--- src/rtl/wrpg_pkg.sv ---
`timescale 1ns / 1ps
// ----------------------------------------------------------------------------
// WELL512a generator package
// Shared widths, request codes, recurrence constants and the command and
// status types that pass between the controller and the datapath.
// ----------------------------------------------------------------------------
package wrpg_pkg;

    localparam int WORD_W     = 32;
    localparam int REQ_W      = 2;
    localparam int POOL_DEPTH = 16;
    localparam int IDX_W      = 4;
    localparam int DIV_STEPS  = 32;
    localparam int DIV_CNT_W  = 5;
    localparam int OP_W       = 4;

    // Request codes.
    localparam logic [REQ_W-1:0] REQ_SEED    = 2'd0;
    localparam logic [REQ_W-1:0] REQ_RAW     = 2'd1;
    localparam logic [REQ_W-1:0] REQ_BOUNDED = 2'd2;
    localparam logic [REQ_W-1:0] REQ_UNUSED  = 2'd3;

    // Recurrence constants.
    localparam logic [WORD_W-1:0] SEED_MULT   = 32'd1812433253;
    localparam logic [WORD_W-1:0] TEMPER_MASK = 32'hDA442D24;
    localparam logic [IDX_W-1:0]  OFS_C       = 4'd13;
    localparam logic [IDX_W-1:0]  OFS_V       = 4'd9;
    localparam logic [IDX_W-1:0]  OFS_M       = 4'd15;

    // Datapath operation codes.
    localparam logic [OP_W-1:0] OP_NOP      = 4'd0;
    localparam logic [OP_W-1:0] OP_LOAD     = 4'd1;
    localparam logic [OP_W-1:0] OP_SEED_MUL = 4'd2;
    localparam logic [OP_W-1:0] OP_SEED_ADD = 4'd3;
    localparam logic [OP_W-1:0] OP_RD_A     = 4'd4;
    localparam logic [OP_W-1:0] OP_RD_C     = 4'd5;
    localparam logic [OP_W-1:0] OP_RD_V     = 4'd6;
    localparam logic [OP_W-1:0] OP_RD_M     = 4'd7;
    localparam logic [OP_W-1:0] OP_FIN      = 4'd8;
    localparam logic [OP_W-1:0] OP_DIV      = 4'd9;
    localparam logic [OP_W-1:0] OP_OUT      = 4'd10;

    typedef struct packed {
        logic [OP_W-1:0]  op;
        logic [IDX_W-1:0] seed_idx;
    } cmd_t;

    typedef struct packed {
        logic [REQ_W-1:0] req_type;
        logic             bound_max;
    } status_t;

endpackage

--- src/rtl/wrpg_if.sv ---
`timescale 1ns / 1ps
// ----------------------------------------------------------------------------
// WELL512a generator channel interfaces
// Request and response channels with valid/ready handshakes.
// ----------------------------------------------------------------------------
interface wrpg_req_if;
    logic                         valid;
    logic                         ready;
    logic [wrpg_pkg::REQ_W-1:0]  req_type;
    logic [wrpg_pkg::WORD_W-1:0] seed_value;
    logic [wrpg_pkg::WORD_W-1:0] bound;

    modport source (output valid, req_type, seed_value, bound, input ready);
    modport sink   (input valid, req_type, seed_value, bound, output ready);
endinterface

interface wrpg_rsp_if;
    logic                         valid;
    logic                         ready;
    logic [wrpg_pkg::WORD_W-1:0] random_value;

    modport source (output valid, random_value, input ready);
    modport sink   (input valid, random_value, output ready);
endinterface

--- src/rtl/well512_random_generator_unit.sv ---
`timescale 1ns / 1ps
// ----------------------------------------------------------------------------
// WELL512a random generator unit
// Usage: requests arrive as beats on the req channel (req_type, seed_value,
// bound); each request yields exactly one beat on the rsp channel carrying
// random_value. A seed request (code 0) fills the sixteen-word pool from
// seed_value and answers zero. A raw draw (code 1) advances the WELL512a
// recurrence and returns the new word. A bounded draw (code 2) returns that
// word modulo bound + 1, or the raw word when bound is all ones. Code 3
// leaves the state alone and answers zero. The first request after reset
// must be a seed.
// Sequencing: one request is in work at a time. A seed runs fifteen
// multiply and add pairs, a raw draw four pool reads through the single
// read port plus the final write, and a bounded draw follows the raw
// steps with the one-bit-per-cycle remainder unit unless bound is all
// ones. A new request is taken the cycle after the result is loaded.
// Reset clears the controller, the pool position and the output valid flag;
// the pool contents stay undefined until seeded. When the receiver stalls,
// the result beat holds in the output register; the next request may still
// be accepted and worked on, and its result waits until that register frees.
// ----------------------------------------------------------------------------
module well512_random_generator_unit (
    input  logic              clk,
    input  logic              rst_n,
    wrpg_req_if.sink          req,
    wrpg_rsp_if.source        rsp
);

    wrpg_pkg::cmd_t    cmd;
    wrpg_pkg::status_t status;

    // The controller owns sequencing and the handshakes.
    wrpg_ctrl u_ctrl (
        .clk       (clk),
        .rst_n     (rst_n),
        .in_valid  (req.valid),
        .in_ready  (req.ready),
        .out_valid (rsp.valid),
        .out_ready (rsp.ready),
        .cmd       (cmd),
        .status    (status)
    );

    // The datapath owns the pool, the arithmetic and the output register.
    wrpg_dp u_dp (
        .clk          (clk),
        .rst_n        (rst_n),
        .cmd          (cmd),
        .status       (status),
        .req_type     (req.req_type),
        .seed_value   (req.seed_value),
        .bound        (req.bound),
        .random_value (rsp.random_value)
    );

endmodule

--- src/rtl/wrpg_ram.sv ---
`timescale 1ns / 1ps
// ----------------------------------------------------------------------------
// Generic RAM
// One write port and one read port with registered read data.
// ----------------------------------------------------------------------------
module wrpg_ram #(
    parameter int WIDTH = 32,
    parameter int DEPTH = 16
) (
    input  logic                     clk,
    input  logic                     we,
    input  logic [$clog2(DEPTH)-1:0] waddr,
    input  logic [WIDTH-1:0]         wdata,
    input  logic [$clog2(DEPTH)-1:0] raddr,
    output logic [WIDTH-1:0]         rdata
);

    logic [WIDTH-1:0] mem_reg [DEPTH];
    logic [WIDTH-1:0] rdata_reg;

    always_ff @(posedge clk)
    begin
        if (we)
        begin
            mem_reg[waddr] <= wdata;
        end
        rdata_reg <= mem_reg[raddr];
    end

    assign rdata = rdata_reg;

endmodule

--- src/rtl/wrpg_ctrl.sv ---
`timescale 1ns / 1ps
// ----------------------------------------------------------------------------
// WELL512a generator controller
// Sequences seeding, the draw recurrence, the remainder unit and delivery.
// ----------------------------------------------------------------------------
module wrpg_ctrl (
    input  logic              clk,
    input  logic              rst_n,
    input  logic              in_valid,
    output logic              in_ready,
    output logic              out_valid,
    input  logic              out_ready,
    output wrpg_pkg::cmd_t    cmd,
    input  wrpg_pkg::status_t status
);

    localparam logic [3:0] S_IDLE     = 4'd0;
    localparam logic [3:0] S_DECODE   = 4'd1;
    localparam logic [3:0] S_SEED_MUL = 4'd2;
    localparam logic [3:0] S_SEED_ADD = 4'd3;
    localparam logic [3:0] S_RD_A     = 4'd4;
    localparam logic [3:0] S_RD_C     = 4'd5;
    localparam logic [3:0] S_RD_V     = 4'd6;
    localparam logic [3:0] S_RD_M     = 4'd7;
    localparam logic [3:0] S_FIN      = 4'd8;
    localparam logic [3:0] S_DIV      = 4'd9;
    localparam logic [3:0] S_OUT      = 4'd10;

    logic [3:0]                     state_reg, state_next;
    logic [wrpg_pkg::IDX_W-1:0]     seed_idx_reg, seed_idx_next;
    logic [wrpg_pkg::DIV_CNT_W-1:0] div_cnt_reg, div_cnt_next;
    logic                           out_valid_reg, out_valid_next;

    always_comb
    begin
        state_next     = state_reg;
        seed_idx_next  = seed_idx_reg;
        div_cnt_next   = div_cnt_reg;
        out_valid_next = out_valid_reg && !out_ready;
        cmd.op         = wrpg_pkg::OP_NOP;
        cmd.seed_idx   = seed_idx_reg;
        case (state_reg)
            S_IDLE:
            begin
                if (in_valid)
                begin
                    cmd.op     = wrpg_pkg::OP_LOAD;
                    state_next = S_DECODE;
                end
            end
            S_DECODE:
            begin
                seed_idx_next = {{(wrpg_pkg::IDX_W-1){1'b0}}, 1'b1};
                case (status.req_type)
                    wrpg_pkg::REQ_SEED:    state_next = S_SEED_MUL;
                    wrpg_pkg::REQ_RAW:     state_next = S_RD_A;
                    wrpg_pkg::REQ_BOUNDED: state_next = S_RD_A;
                    default:               state_next = S_OUT;
                endcase
            end
            S_SEED_MUL:
            begin
                cmd.op     = wrpg_pkg::OP_SEED_MUL;
                state_next = S_SEED_ADD;
            end
            S_SEED_ADD:
            begin
                cmd.op = wrpg_pkg::OP_SEED_ADD;
                if (seed_idx_reg == wrpg_pkg::IDX_W'(wrpg_pkg::POOL_DEPTH - 1))
                begin
                    state_next = S_OUT;
                end
                else
                begin
                    seed_idx_next = seed_idx_reg + 1'b1;
                    state_next    = S_SEED_MUL;
                end
            end
            S_RD_A:
            begin
                cmd.op     = wrpg_pkg::OP_RD_A;
                state_next = S_RD_C;
            end
            S_RD_C:
            begin
                cmd.op     = wrpg_pkg::OP_RD_C;
                state_next = S_RD_V;
            end
            S_RD_V:
            begin
                cmd.op     = wrpg_pkg::OP_RD_V;
                state_next = S_RD_M;
            end
            S_RD_M:
            begin
                cmd.op     = wrpg_pkg::OP_RD_M;
                state_next = S_FIN;
            end
            S_FIN:
            begin
                cmd.op       = wrpg_pkg::OP_FIN;
                div_cnt_next = '0;
                if ((status.req_type == wrpg_pkg::REQ_BOUNDED) && !status.bound_max)
                begin
                    state_next = S_DIV;
                end
                else
                begin
                    state_next = S_OUT;
                end
            end
            S_DIV:
            begin
                cmd.op       = wrpg_pkg::OP_DIV;
                div_cnt_next = div_cnt_reg + 1'b1;
                if (div_cnt_reg == wrpg_pkg::DIV_CNT_W'(wrpg_pkg::DIV_STEPS - 1))
                begin
                    state_next = S_OUT;
                end
            end
            S_OUT:
            begin
                // Wait until the output register is free, then load it.
                if (!out_valid_reg || out_ready)
                begin
                    cmd.op         = wrpg_pkg::OP_OUT;
                    out_valid_next = 1'b1;
                    state_next     = S_IDLE;
                end
            end
            default:
            begin
                state_next = S_IDLE;
            end
        endcase
    end

    always_ff @(posedge clk or negedge rst_n)
    begin
        if (!rst_n)
        begin
            state_reg     <= S_IDLE;
            seed_idx_reg  <= '0;
            div_cnt_reg   <= '0;
            out_valid_reg <= 1'b0;
        end
        else
        begin
            state_reg     <= state_next;
            seed_idx_reg  <= seed_idx_next;
            div_cnt_reg   <= div_cnt_next;
            out_valid_reg <= out_valid_next;
        end
    end

    assign in_ready  = (state_reg == S_IDLE);
    assign out_valid = out_valid_reg;

endmodule

--- src/rtl/wrpg_dp.sv ---
`timescale 1ns / 1ps
// ----------------------------------------------------------------------------
// WELL512a generator datapath
// State pool memory, seeding multiplier, draw recurrence and a restoring
// remainder unit that retires one quotient bit per cycle.
// ----------------------------------------------------------------------------
module wrpg_dp (
    input  logic                         clk,
    input  logic                         rst_n,
    input  wrpg_pkg::cmd_t               cmd,
    output wrpg_pkg::status_t            status,
    input  logic [wrpg_pkg::REQ_W-1:0]  req_type,
    input  logic [wrpg_pkg::WORD_W-1:0] seed_value,
    input  logic [wrpg_pkg::WORD_W-1:0] bound,
    output logic [wrpg_pkg::WORD_W-1:0] random_value
);

    localparam int W  = wrpg_pkg::WORD_W;
    localparam int IW = wrpg_pkg::IDX_W;

    logic [IW-1:0]          position_reg;
    logic [wrpg_pkg::REQ_W-1:0] req_type_reg;
    logic [W-1:0]           bound_reg;
    logic [W-1:0]           p_reg, prod_reg;
    logic [W-1:0]           a_reg, b_reg, c_reg, d_reg;
    logic [W-1:0]           word_reg, rem_reg, quo_reg, dsr_reg, out_reg;

    logic          ram_we;
    logic [IW-1:0] ram_waddr, ram_raddr;
    logic [W-1:0]  ram_wdata, ram_rdata;

    logic [W-1:0]  mul_in, seed_prod, seed_sum;
    logic [W-1:0]  b_next, c_mix, a_new, d_next, fin_word;
    logic [W:0]    div_trial, div_diff;
    logic [W-1:0]  rem_next, out_sel;
    logic [IW-1:0] pos_m;

    wrpg_ram #(
        .WIDTH (W),
        .DEPTH (wrpg_pkg::POOL_DEPTH)
    ) u_pool (
        .clk   (clk),
        .we    (ram_we),
        .waddr (ram_waddr),
        .wdata (ram_wdata),
        .raddr (ram_raddr),
        .rdata (ram_rdata)
    );

    // Seeding: w[i] = MULT * (w[i-1] ^ (w[i-1] >> 30)) + i.
    assign mul_in    = p_reg ^ (p_reg >> 30);
    assign seed_prod = wrpg_pkg::SEED_MULT * mul_in;
    assign seed_sum  = prod_reg + W'(cmd.seed_idx);

    // Draw recurrence, one pool word arriving per cycle.
    assign b_next   = a_reg ^ ram_rdata ^ (a_reg << 16) ^ (ram_rdata << 15);
    assign c_mix    = ram_rdata ^ (ram_rdata >> 11);
    assign a_new    = b_reg ^ c_mix;
    assign d_next   = a_new ^ ((a_new << 5) & wrpg_pkg::TEMPER_MASK);
    assign fin_word = ram_rdata ^ b_reg ^ d_reg ^ (ram_rdata << 2)
                      ^ (b_reg << 18) ^ (c_reg << 28);
    assign pos_m    = position_reg + wrpg_pkg::OFS_M;

    // Restoring remainder step; the partial remainder stays below the divisor.
    assign div_trial = {rem_reg, quo_reg[W-1]};
    assign div_diff  = div_trial - {1'b0, dsr_reg};
    assign rem_next  = div_diff[W] ? div_trial[W-1:0] : div_diff[W-1:0];

    always_comb
    begin
        case (req_type_reg)
            wrpg_pkg::REQ_RAW:     out_sel = word_reg;
            wrpg_pkg::REQ_BOUNDED: out_sel = (&bound_reg) ? word_reg : rem_reg;
            default:               out_sel = '0;
        endcase
    end

    always_comb
    begin
        ram_we    = 1'b0;
        ram_waddr = position_reg;
        ram_wdata = a_new;
        ram_raddr = position_reg;
        case (cmd.op)
            wrpg_pkg::OP_LOAD:
            begin
                ram_we    = (req_type == wrpg_pkg::REQ_SEED);
                ram_waddr = '0;
                ram_wdata = seed_value;
            end
            wrpg_pkg::OP_SEED_ADD:
            begin
                ram_we    = 1'b1;
                ram_waddr = cmd.seed_idx;
                ram_wdata = seed_sum;
            end
            wrpg_pkg::OP_RD_C:
            begin
                ram_raddr = position_reg + wrpg_pkg::OFS_C;
            end
            wrpg_pkg::OP_RD_V:
            begin
                ram_raddr = position_reg + wrpg_pkg::OFS_V;
            end
            wrpg_pkg::OP_RD_M:
            begin
                ram_raddr = pos_m;
                ram_we    = 1'b1;
                ram_waddr = position_reg;
                ram_wdata = a_new;
            end
            wrpg_pkg::OP_FIN:
            begin
                ram_we    = 1'b1;
                ram_waddr = pos_m;
                ram_wdata = fin_word;
            end
            default:
            begin
                ram_raddr = position_reg;
            end
        endcase
    end

    always_ff @(posedge clk or negedge rst_n)
    begin
        if (!rst_n)
        begin
            position_reg <= '0;
        end
        else if ((cmd.op == wrpg_pkg::OP_LOAD) && (req_type == wrpg_pkg::REQ_SEED))
        begin
            position_reg <= '0;
        end
        else if (cmd.op == wrpg_pkg::OP_FIN)
        begin
            position_reg <= pos_m;
        end
    end

    always_ff @(posedge clk)
    begin
        case (cmd.op)
            wrpg_pkg::OP_LOAD:
            begin
                req_type_reg <= req_type;
                bound_reg    <= bound;
                p_reg        <= seed_value;
            end
            wrpg_pkg::OP_SEED_MUL: prod_reg <= seed_prod;
            wrpg_pkg::OP_SEED_ADD: p_reg    <= seed_sum;
            wrpg_pkg::OP_RD_C:     a_reg    <= ram_rdata;
            wrpg_pkg::OP_RD_V:     b_reg    <= b_next;
            wrpg_pkg::OP_RD_M:
            begin
                c_reg <= c_mix;
                d_reg <= d_next;
            end
            wrpg_pkg::OP_FIN:
            begin
                word_reg <= fin_word;
                quo_reg  <= fin_word;
                rem_reg  <= '0;
                dsr_reg  <= bound_reg + 1'b1;
            end
            wrpg_pkg::OP_DIV:
            begin
                rem_reg <= rem_next;
                quo_reg <= quo_reg << 1;
            end
            wrpg_pkg::OP_OUT:      out_reg <= out_sel;
            default:
            begin
                out_reg <= out_reg;
            end
        endcase
    end

    assign status.req_type  = req_type_reg;
    assign status.bound_max = &bound_reg;
    assign random_value     = out_reg;

endmodule

--- src/flat_wrapper.sv ---
// flat-port wrapper written by rule: the top's interface ports become plain ports
module well512_random_generator_unit_flat 
  (clk, rst_n, req_valid, req_req_type, req_seed_value, req_bound, req_ready, rsp_valid, rsp_random_value, rsp_ready);
  wrpg_req_if req_i ();
  wrpg_rsp_if rsp_i ();
  input  logic clk;
  input  logic rst_n;
  input wire logic [$bits(req_i.valid)-1:0] req_valid;
  input wire logic [$bits(req_i.req_type)-1:0] req_req_type;
  input wire logic [$bits(req_i.seed_value)-1:0] req_seed_value;
  input wire logic [$bits(req_i.bound)-1:0] req_bound;
  output wire logic [$bits(req_i.ready)-1:0] req_ready;
  output wire logic [$bits(rsp_i.valid)-1:0] rsp_valid;
  output wire logic [$bits(rsp_i.random_value)-1:0] rsp_random_value;
  input wire logic [$bits(rsp_i.ready)-1:0] rsp_ready;
  assign req_i.valid = req_valid;
  assign req_i.req_type = req_req_type;
  assign req_i.seed_value = req_seed_value;
  assign req_i.bound = req_bound;
  assign req_ready = req_i.ready;
  assign rsp_valid = rsp_i.valid;
  assign rsp_random_value = rsp_i.random_value;
  assign rsp_i.ready = rsp_ready;
  well512_random_generator_unit u_core (.clk(clk), .rst_n(rst_n), .req(req_i), .rsp(rsp_i));
endmodule
--- config.mk ---
export PLATFORM = sky130hd
export DESIGN_NAME = well512_random_generator_unit_flat
export DESIGN_NICKNAME = d
export VERILOG_FILES = /design/src/rtl/wrpg_pkg.sv /design/src/rtl/wrpg_if.sv /design/src/rtl/well512_random_generator_unit.sv /design/src/rtl/wrpg_ram.sv /design/src/rtl/wrpg_ctrl.sv /design/src/rtl/wrpg_dp.sv /design/src/flat_wrapper.sv
export SDC_FILE = /design/constraint.sdc
export NUM_CORES = 2
export LEC_CHECK = 0
export ABC_AREA = 1
export CORE_MARGIN = 8
export CORE_UTILIZATION = 30
export CTS_BUF_LIST = sky130_fd_sc_hd__clkbuf_8
export CTS_CLUSTER_DIAMETER = 80
export DETAILED_ROUTE_END_ITERATION = 16
export DONT_BUFFER_PORTS = 1
export PLACE_DENSITY = 0.48
export SYNTH_ARGS = -nofsm -noshare
export SYNTH_HDL_FRONTEND = slang
export SYNTH_SLANG_ARGS = --single-unit
--- constraint.sdc ---
create_clock -name clk -period 19.95 [get_ports clk]
set_clock_uncertainty 0.2 [all_clocks]
set_input_delay 0 -clock clk [delete_from_list [all_inputs] [get_ports clk]]
set_output_delay 0 -clock clk [all_outputs]
set_load 0.05 [all_outputs]
=== Word-level counts from Yosys, hierarchy flattened ===
Memory sizes are Yosys's and may differ from the RTL's. A register that Yosys moved wholly into a read port is not among the register bits.
Index checks and enable logic that the tools add are counted.

* Flip-flop bits (word level): 376
* Latch bits: 0
* Memory bits (writable): 512
* ROM bits: 0
* Output and inout bits: 34
* Word-level logic and storage cells: 116
* Memories: 1

{| class="wikitable"
|+ Memory list
! name !! depth !! width !! read ports !! clocked after Yosys merged registers in !! wr ports !! RTL line !! text
|-
| u_core.u_dp.u_pool.mem_reg || 16 || 32 || 1 || 1 || 1 || wrpg_ram.sv:18 || <nowiki>logic [WIDTH-1:0] mem_reg [DEPTH];</nowiki>
|}

* Add/sub/neg operators: 8
* Multipliers: 1
* Div/mod/pow operators: 0
* Magnitude comparators: 0
* Equal/unequal tests: 27
* Shift operators: 0
* Muxes and demuxes: 29
* Bitwise gates (word level): 12
* Reduce and logical (&&, ||, !) cells: 20

{| class="wikitable"
|+ Operators by type and width
! kind !! number
|-
| bitwise XOR 32 bit || 10
|-
| case mux 32 bit (2 select lines) || 4
|-
| case mux 32 bit (3 select lines) || 1
|-
| 2-to-1 mux 32 bit || 2
|-
| case mux 4 bit (11 select lines) || 1
|-
| case mux 4 bit (10 select lines) || 1
|-
| subtractor 33 x 32 -> 33 bit || 1
|-
| adder 32 x 1 -> 32 bit, second input constant || 1
|-
| adder 32 x 4 -> 32 bit || 1
|-
| multiplier 31 x 32 -> 32 bit, first input constant || 1
|-
| 2-to-1 mux 4 bit || 8
|-
| AND reduction 32 bit || 1
|-
| bitwise XOR 32 x 2 -> 32 bit || 1
|-
| bitwise XOR 32 x 21 -> 32 bit || 1
|-
| equality test 4 x 3 -> 1 bit, second input constant || 7
|-
| equality test 4 bit, second input constant || 7
|-
| case mux 4 bit (3 select lines) || 2
|-
| equality test 4 x 2 -> 1 bit, second input constant || 4
|-
| case mux 4 bit (2 select lines) || 2
|-
| adder 4 bit, second input constant || 3
|-
| case mux 5 bit (2 select lines) || 1
|-
| nonzero test 2 bit || 5
|-
| equality test 4 x 1 -> 1 bit, second input constant || 2
|-
| inequality test 2 bit, second input constant || 4
|-
| 17 further kinds || 26
|}

=== Longest topological paths before layout ===
* Depth in word-level cells: 9
* Mapped depth: 27

=== Cells and area by module ===
From an unflattened synthesis, not the netlist that was laid out.

* Cells, all modules: 5,180
* Area total of the unflattened synthesis: 51,521.9 sq um

{| class="wikitable"
|+ By module, submodules not included
! module !! instances !! cells an instance !! area each (sq um) !! sequential area each (sq um)
|-
| wrpg_dp || 1 || 2,933 || 27,891.8 || 10,850.4
|-
| wrpg_ram || 1 || 2,120 || 22,730.6 || 16,015.4
|-
| wrpg_ctrl || 1 || 127 || 899.6 || 350.3
|}

=== Worst setup path after synthesis ===
OpenSTA, ideal clock, no wires.

* Kind: register -> register
* From: register u_core.u_ctrl.state_reg[2]
* To: register u_core.u_dp.p_reg[0] (enable)
* Library setup time: 0.738 ns
* Data arrival time: 5.400 ns
* Slack: 13.613 ns
* Cell stages (with the launch flop): 5
* Period minus slack after synthesis: 6.337 ns
* Cells stage by stage: dfrtp_1 > inv_1 > nand2_1 > nor2_1 > nor4_1

* Longest elaborated chain between the ends: 4
* Elaborated cells between the ends (all ways): 14
* Classes of those cells: eq/ne (11); mux (1); reduce/logical (2)

{| class="wikitable"
|+ Ends and longest elaborated chain
! item !! RTL line !! text
|-
| from (decl) || wrpg_ctrl.sv:29 || <nowiki>logic [3:0] state_reg, state_next;</nowiki>
|-
| from (signal assigned) || wrpg_ctrl.sv:149 || <nowiki>state_reg <= state_next;</nowiki>
|-
| equality test 4 bit (tied with other cells) || wrpg_ctrl.sv:42 || <nowiki>case (state_reg)</nowiki>
|-
| case mux 4 bit (10 select lines) * || wrpg_ctrl.sv:42 ||
|-
| equality test 4 x 1 -> 1 bit or equality test 4 x 2 -> 1 bit (tied branches) || wrpg_dp.sv:143 || <nowiki>case (cmd.op)</nowiki>
|-
| nonzero test 2 bit (no line) * || - ||
|-
| to (signal assigned) || wrpg_dp.sv:148 || <nowiki>p_reg <= seed_value;</nowiki>
|-
| to (signal assigned) || wrpg_dp.sv:151 || <nowiki>wrpg_pkg::OP_SEED_ADD: p_reg <= seed_sum;</nowiki>
|-
| to (decl) || wrpg_dp.sv:24 || <nowiki>logic [W-1:0] p_reg, prod_reg;</nowiki>
|}

Mark *: on every way between the ends. The rest lies on a longest branch, timed or not.
A chain may end at the register's enable or synchronous reset.

=== Worst setup path after layout ===
* From: register u_core.u_dp.p_reg[31]
* To: register u_core.u_dp.prod_reg[26], data pin

* Longest elaborated chain between the ends: 2

{| class="wikitable"
|+ Ends and longest elaborated chain
! item !! RTL line !! text
|-
| bitwise XOR 32 x 2 -> 32 bit || wrpg_dp.sv:51 || <nowiki>assign mul_in = p_reg ^ (p_reg >> 30);</nowiki>
|-
| net u_core.u_dp.mul_in[1] || wrpg_dp.sv:32 || <nowiki>logic [W-1:0] mul_in, seed_prod, seed_sum;</nowiki>
|-
| multiplier 31 x 32 -> 32 bit || wrpg_dp.sv:52 || <nowiki>assign seed_prod = wrpg_pkg::SEED_MULT * mul_in;</nowiki>
|-
| net u_core.u_dp.seed_prod[26] || wrpg_dp.sv:32 ||
|-
| to (signal assigned) || wrpg_dp.sv:150 || <nowiki>wrpg_pkg::OP_SEED_MUL: prod_reg <= seed_prod;</nowiki>
|-
| to (decl) || wrpg_dp.sv:24 ||
|}

The timed path passes the listed nets, and every way through them passes these cells.

==> impl_metrics.ini <==
[placed_design]
gp_congestion = 0.928
io_buffers = 0
placed_cells = 7050
dp_hpwl_mm = 110
post-place-ws_ns = 13.39

[clock_tree]
cts_tree = built
path_clk_slew_ns = 0.07
cts_setup_buffers = 0
cts.repair.resized = 0
clockBufferDepth = 3
numCtsBuffers = 163
clock_sinks = 920
cts_htree_levels = 4
clk_latency_ns = 0.90
clockRootBuffer = clkbuf_8

[timing]
setup_viol = 0
fin_crit_sh = 0.330
period_needed_ns = 6.58
fmax_mhz = 152
worst_pin_slew_ns = 1.10
finalSetupTns_ns = 0
rsz0062_at_grt = false
slew_viol_final = 0
setup_ws_ns = 13.37
whs_ns = 0.114
slew-limit-headroom = 0.267
hold_viol_final = 0

[critical_path]
rr_worst_depth = 25
cpPeakStageDelay_ns = 0.50
reg2reg_slack_ns = 13.37
cp.arrival_ns = 7.03
worstPathRequired_ns = 20.40
crit_buf_inv = 6
cpMostUsedCell = inv_1
worstSetupPathType = flip-flop to flip-flop
slowest_stage = fa_1
start_kind = flip-flop
r2r-start = u_core.u_dp.p_reg[31]
cp_max_fo = 5
crit_family = adder cells
end_kind = flip-flop
r2r-end = u_core.u_dp.prod_reg[26]

[drt]
vias_per_cell = 4.76
dr.pass1.iters = 5
drtIter0Drc = 2888
vias = 35800
totalWireLength_mm = 163
ant_nets = 0
drc = 0
wl_per_cell_um = 21.7

[synth]
synth-seq-cells = 920
synth_nets = 5430
syn_inst = 4957
async_reset_ff_frac = 0.0196
synth_area_per_cell_um2 = 10.3
synth_cell_types = 55
seq_area_frac_synth = 0.535
synth_warnings = 0
synth_ff_type = edfxtp_1
synth_area_mm2 = 0.0509
synth-edff-count = 870

[grt]
grt.overflow.total = 0
grt_max_degree = 223
use_met1 = 0.234
track_usage = 0.176
use_met2 = 0.289
busiest_layer = met2
grt_pass1_wl_mm = 239
antenna_found_initial = 20
grt_pass1_vias = 35100
grt_use_met3 = 0.0251

[floorplanning]
placementRows = 151
die_width_um = 428
die_h_um = 428
start_util = 0.301
num_io_pins = 104
dieArea_mm2 = 0.183
core_mm2 = 0.169

[min_path]
hold_path.class = input port to flip-flop
hold_end = u_core.u_dp.p_reg[4]
min_path_cells = 3
worstHoldStart = req_seed_value[4]

[final_layout]
fin_cells = 7510
seq_area_mm2 = 0.0272
largest_register_ffs = 512
post_route_cells_drive_above_1_share = 0.0638
multi_input_area_mm2 = 0.0204
nFillCells = 17100
final_nets = 5620
area_delta_synth_final_pct = 14.1

[status]
outcome = completed

[job]
max_cap_viol_count = 0
## layout make-up
class / count / area share
Inverter: 678 / 0.0439
Tap cell: 2218 / 0.0478
Antenna cell: 8 / 0.000345
Sequential cell: 920 / 0.469
Timing Repair Buffer: 210 / 0.0338
Clock buffer: 172 / 0.0408
Clock inverter: 130 / 0.0132
Multi-Input combinational cell: 3174 / 0.352
## placed cells by master (no fill, tap or decap), types with 96 or more instances in the layout
master,count
nand2_1,989
edfxtp_1,870
inv_1,723
nand3_1,376
nor2_1,336
ha_1,255
a21oi_1,229
clkbuf_8,172
xnor2_1,170
xor2_1,151
dlygate4sd3_1,150
fa_1,148
o211ai_1,136
o21ai_0,96
## cells in the mapped netlist (3+ instances only)
cell,n,area [µm²]
a21o_1,8,60.1
a21oi_1,230,1150
a21oi_2,3,26.3
a22oi_1,8,60.1
buf_1,14,52.6
buf_2,92,460
buf_4,22,165
clkbuf_1,55,206
dfrtp_1,18,450
dfxtp_1,32,641
edfxtp_1,870,26100
fa_1,148,2960
ha_1,255,3190
inv_1,665,2500
inv_2,12,45.0
nand2_1,991,3720
nand2_2,8,50.1
nand3_1,376,1880
nand3_2,4,40.0
nand3b_1,7,52.6
nand4_1,41,257
nor2_1,354,1330
nor2_2,3,18.8
nor3_1,39,195
nor4_1,7,43.8
o2111ai_1,12,105
o211ai_1,136,1020
o21ai_0,96,480
o21ai_1,93,465
o21bai_1,4,30.0
or2_2,6,37.5
xnor2_1,170,1490
xor2_1,151,1320
## how the worst max path moves through the flow
stage | cells after the start | start | to
after global routing | 27 | u_core.u_dp.p_reg[31] | u_core.u_dp.prod_reg[31]
after global placement | 27 | u_core.u_dp.p_reg[31] | u_core.u_dp.prod_reg[31]
after detailed placement | 25 | u_core.u_dp.p_reg[31] | u_core.u_dp.prod_reg[26]
after CTS | 25 | u_core.u_dp.p_reg[31] | u_core.u_dp.prod_reg[26]
final | 25 | u_core.u_dp.p_reg[31] | u_core.u_dp.prod_reg[26]
after floorplan | 4 | u_core.u_ctrl.state_reg[2] | u_core.u_dp.p_reg[0]
## what timing repair did
| item | CTS | global route |
|---|---|---|
| endpoints found under the setup margin | 0 | 0 |
| endpoints found under the hold margin | 639 | 0 |
| hold buffers | 150 | 0 |
## metal layers
| metal | routed length (µm) | up-vias | part of all wire |
|---|---|---|---|
| li1 | - | 17100 | - |
| met3 | 7170 | 298 | 0.044 |
| met5 | 0 | - | 0 |
| met4 | 6690 | 0 | 0.041 |
| met2 | 76700 | 890 | 0.47 |
| met1 | 72500 | 17500 | 0.44 |
## worst register-to-register path, stage by stage (launching register included)
cell	delay, ns
edfxtp_1	0.45
xor2_1	0.43
xor2_1	0.18
inv_1	0.16
ha_1	0.22
or2_2	0.29
ha_1	0.29
inv_1	0.05
fa_1	0.47
inv_1	0.05
ha_1	0.18
fa_1	0.48
fa_1	0.50
fa_1	0.50
inv_1	0.05
fa_1	0.48
inv_1	0.04
ha_1	0.37
nand2_1	0.10
inv_1	0.09
nand2_1	0.07
nor2_1	0.18
nand4_1	0.11
nand3_1	0.16
a21oi_1	0.10
xnor2_1	0.14
## kinds of logic after synthesis
family / synth area share
AO/OA/AOI/OAI: 0.0691
XOR/XNOR: 0.0553
adder cells (fa/ha/maj): 0.121
buffers and inverters: 0.0679
flip-flops: 0.535
AND/OR/NAND/NOR: 0.152
## per-stage QoR
stage	utilization	cell area, µm²
final	0.344	58100
after global routing	0.344	58100
after CTS	0.344	58000
after detailed placement	0.316	53400
after floorplan	-	50900
after global placement	0.316	53400
Power is left out: the tool's default activity adds up to more than one toggle a clock period on the data nets, which glitch-free logic cannot reach.
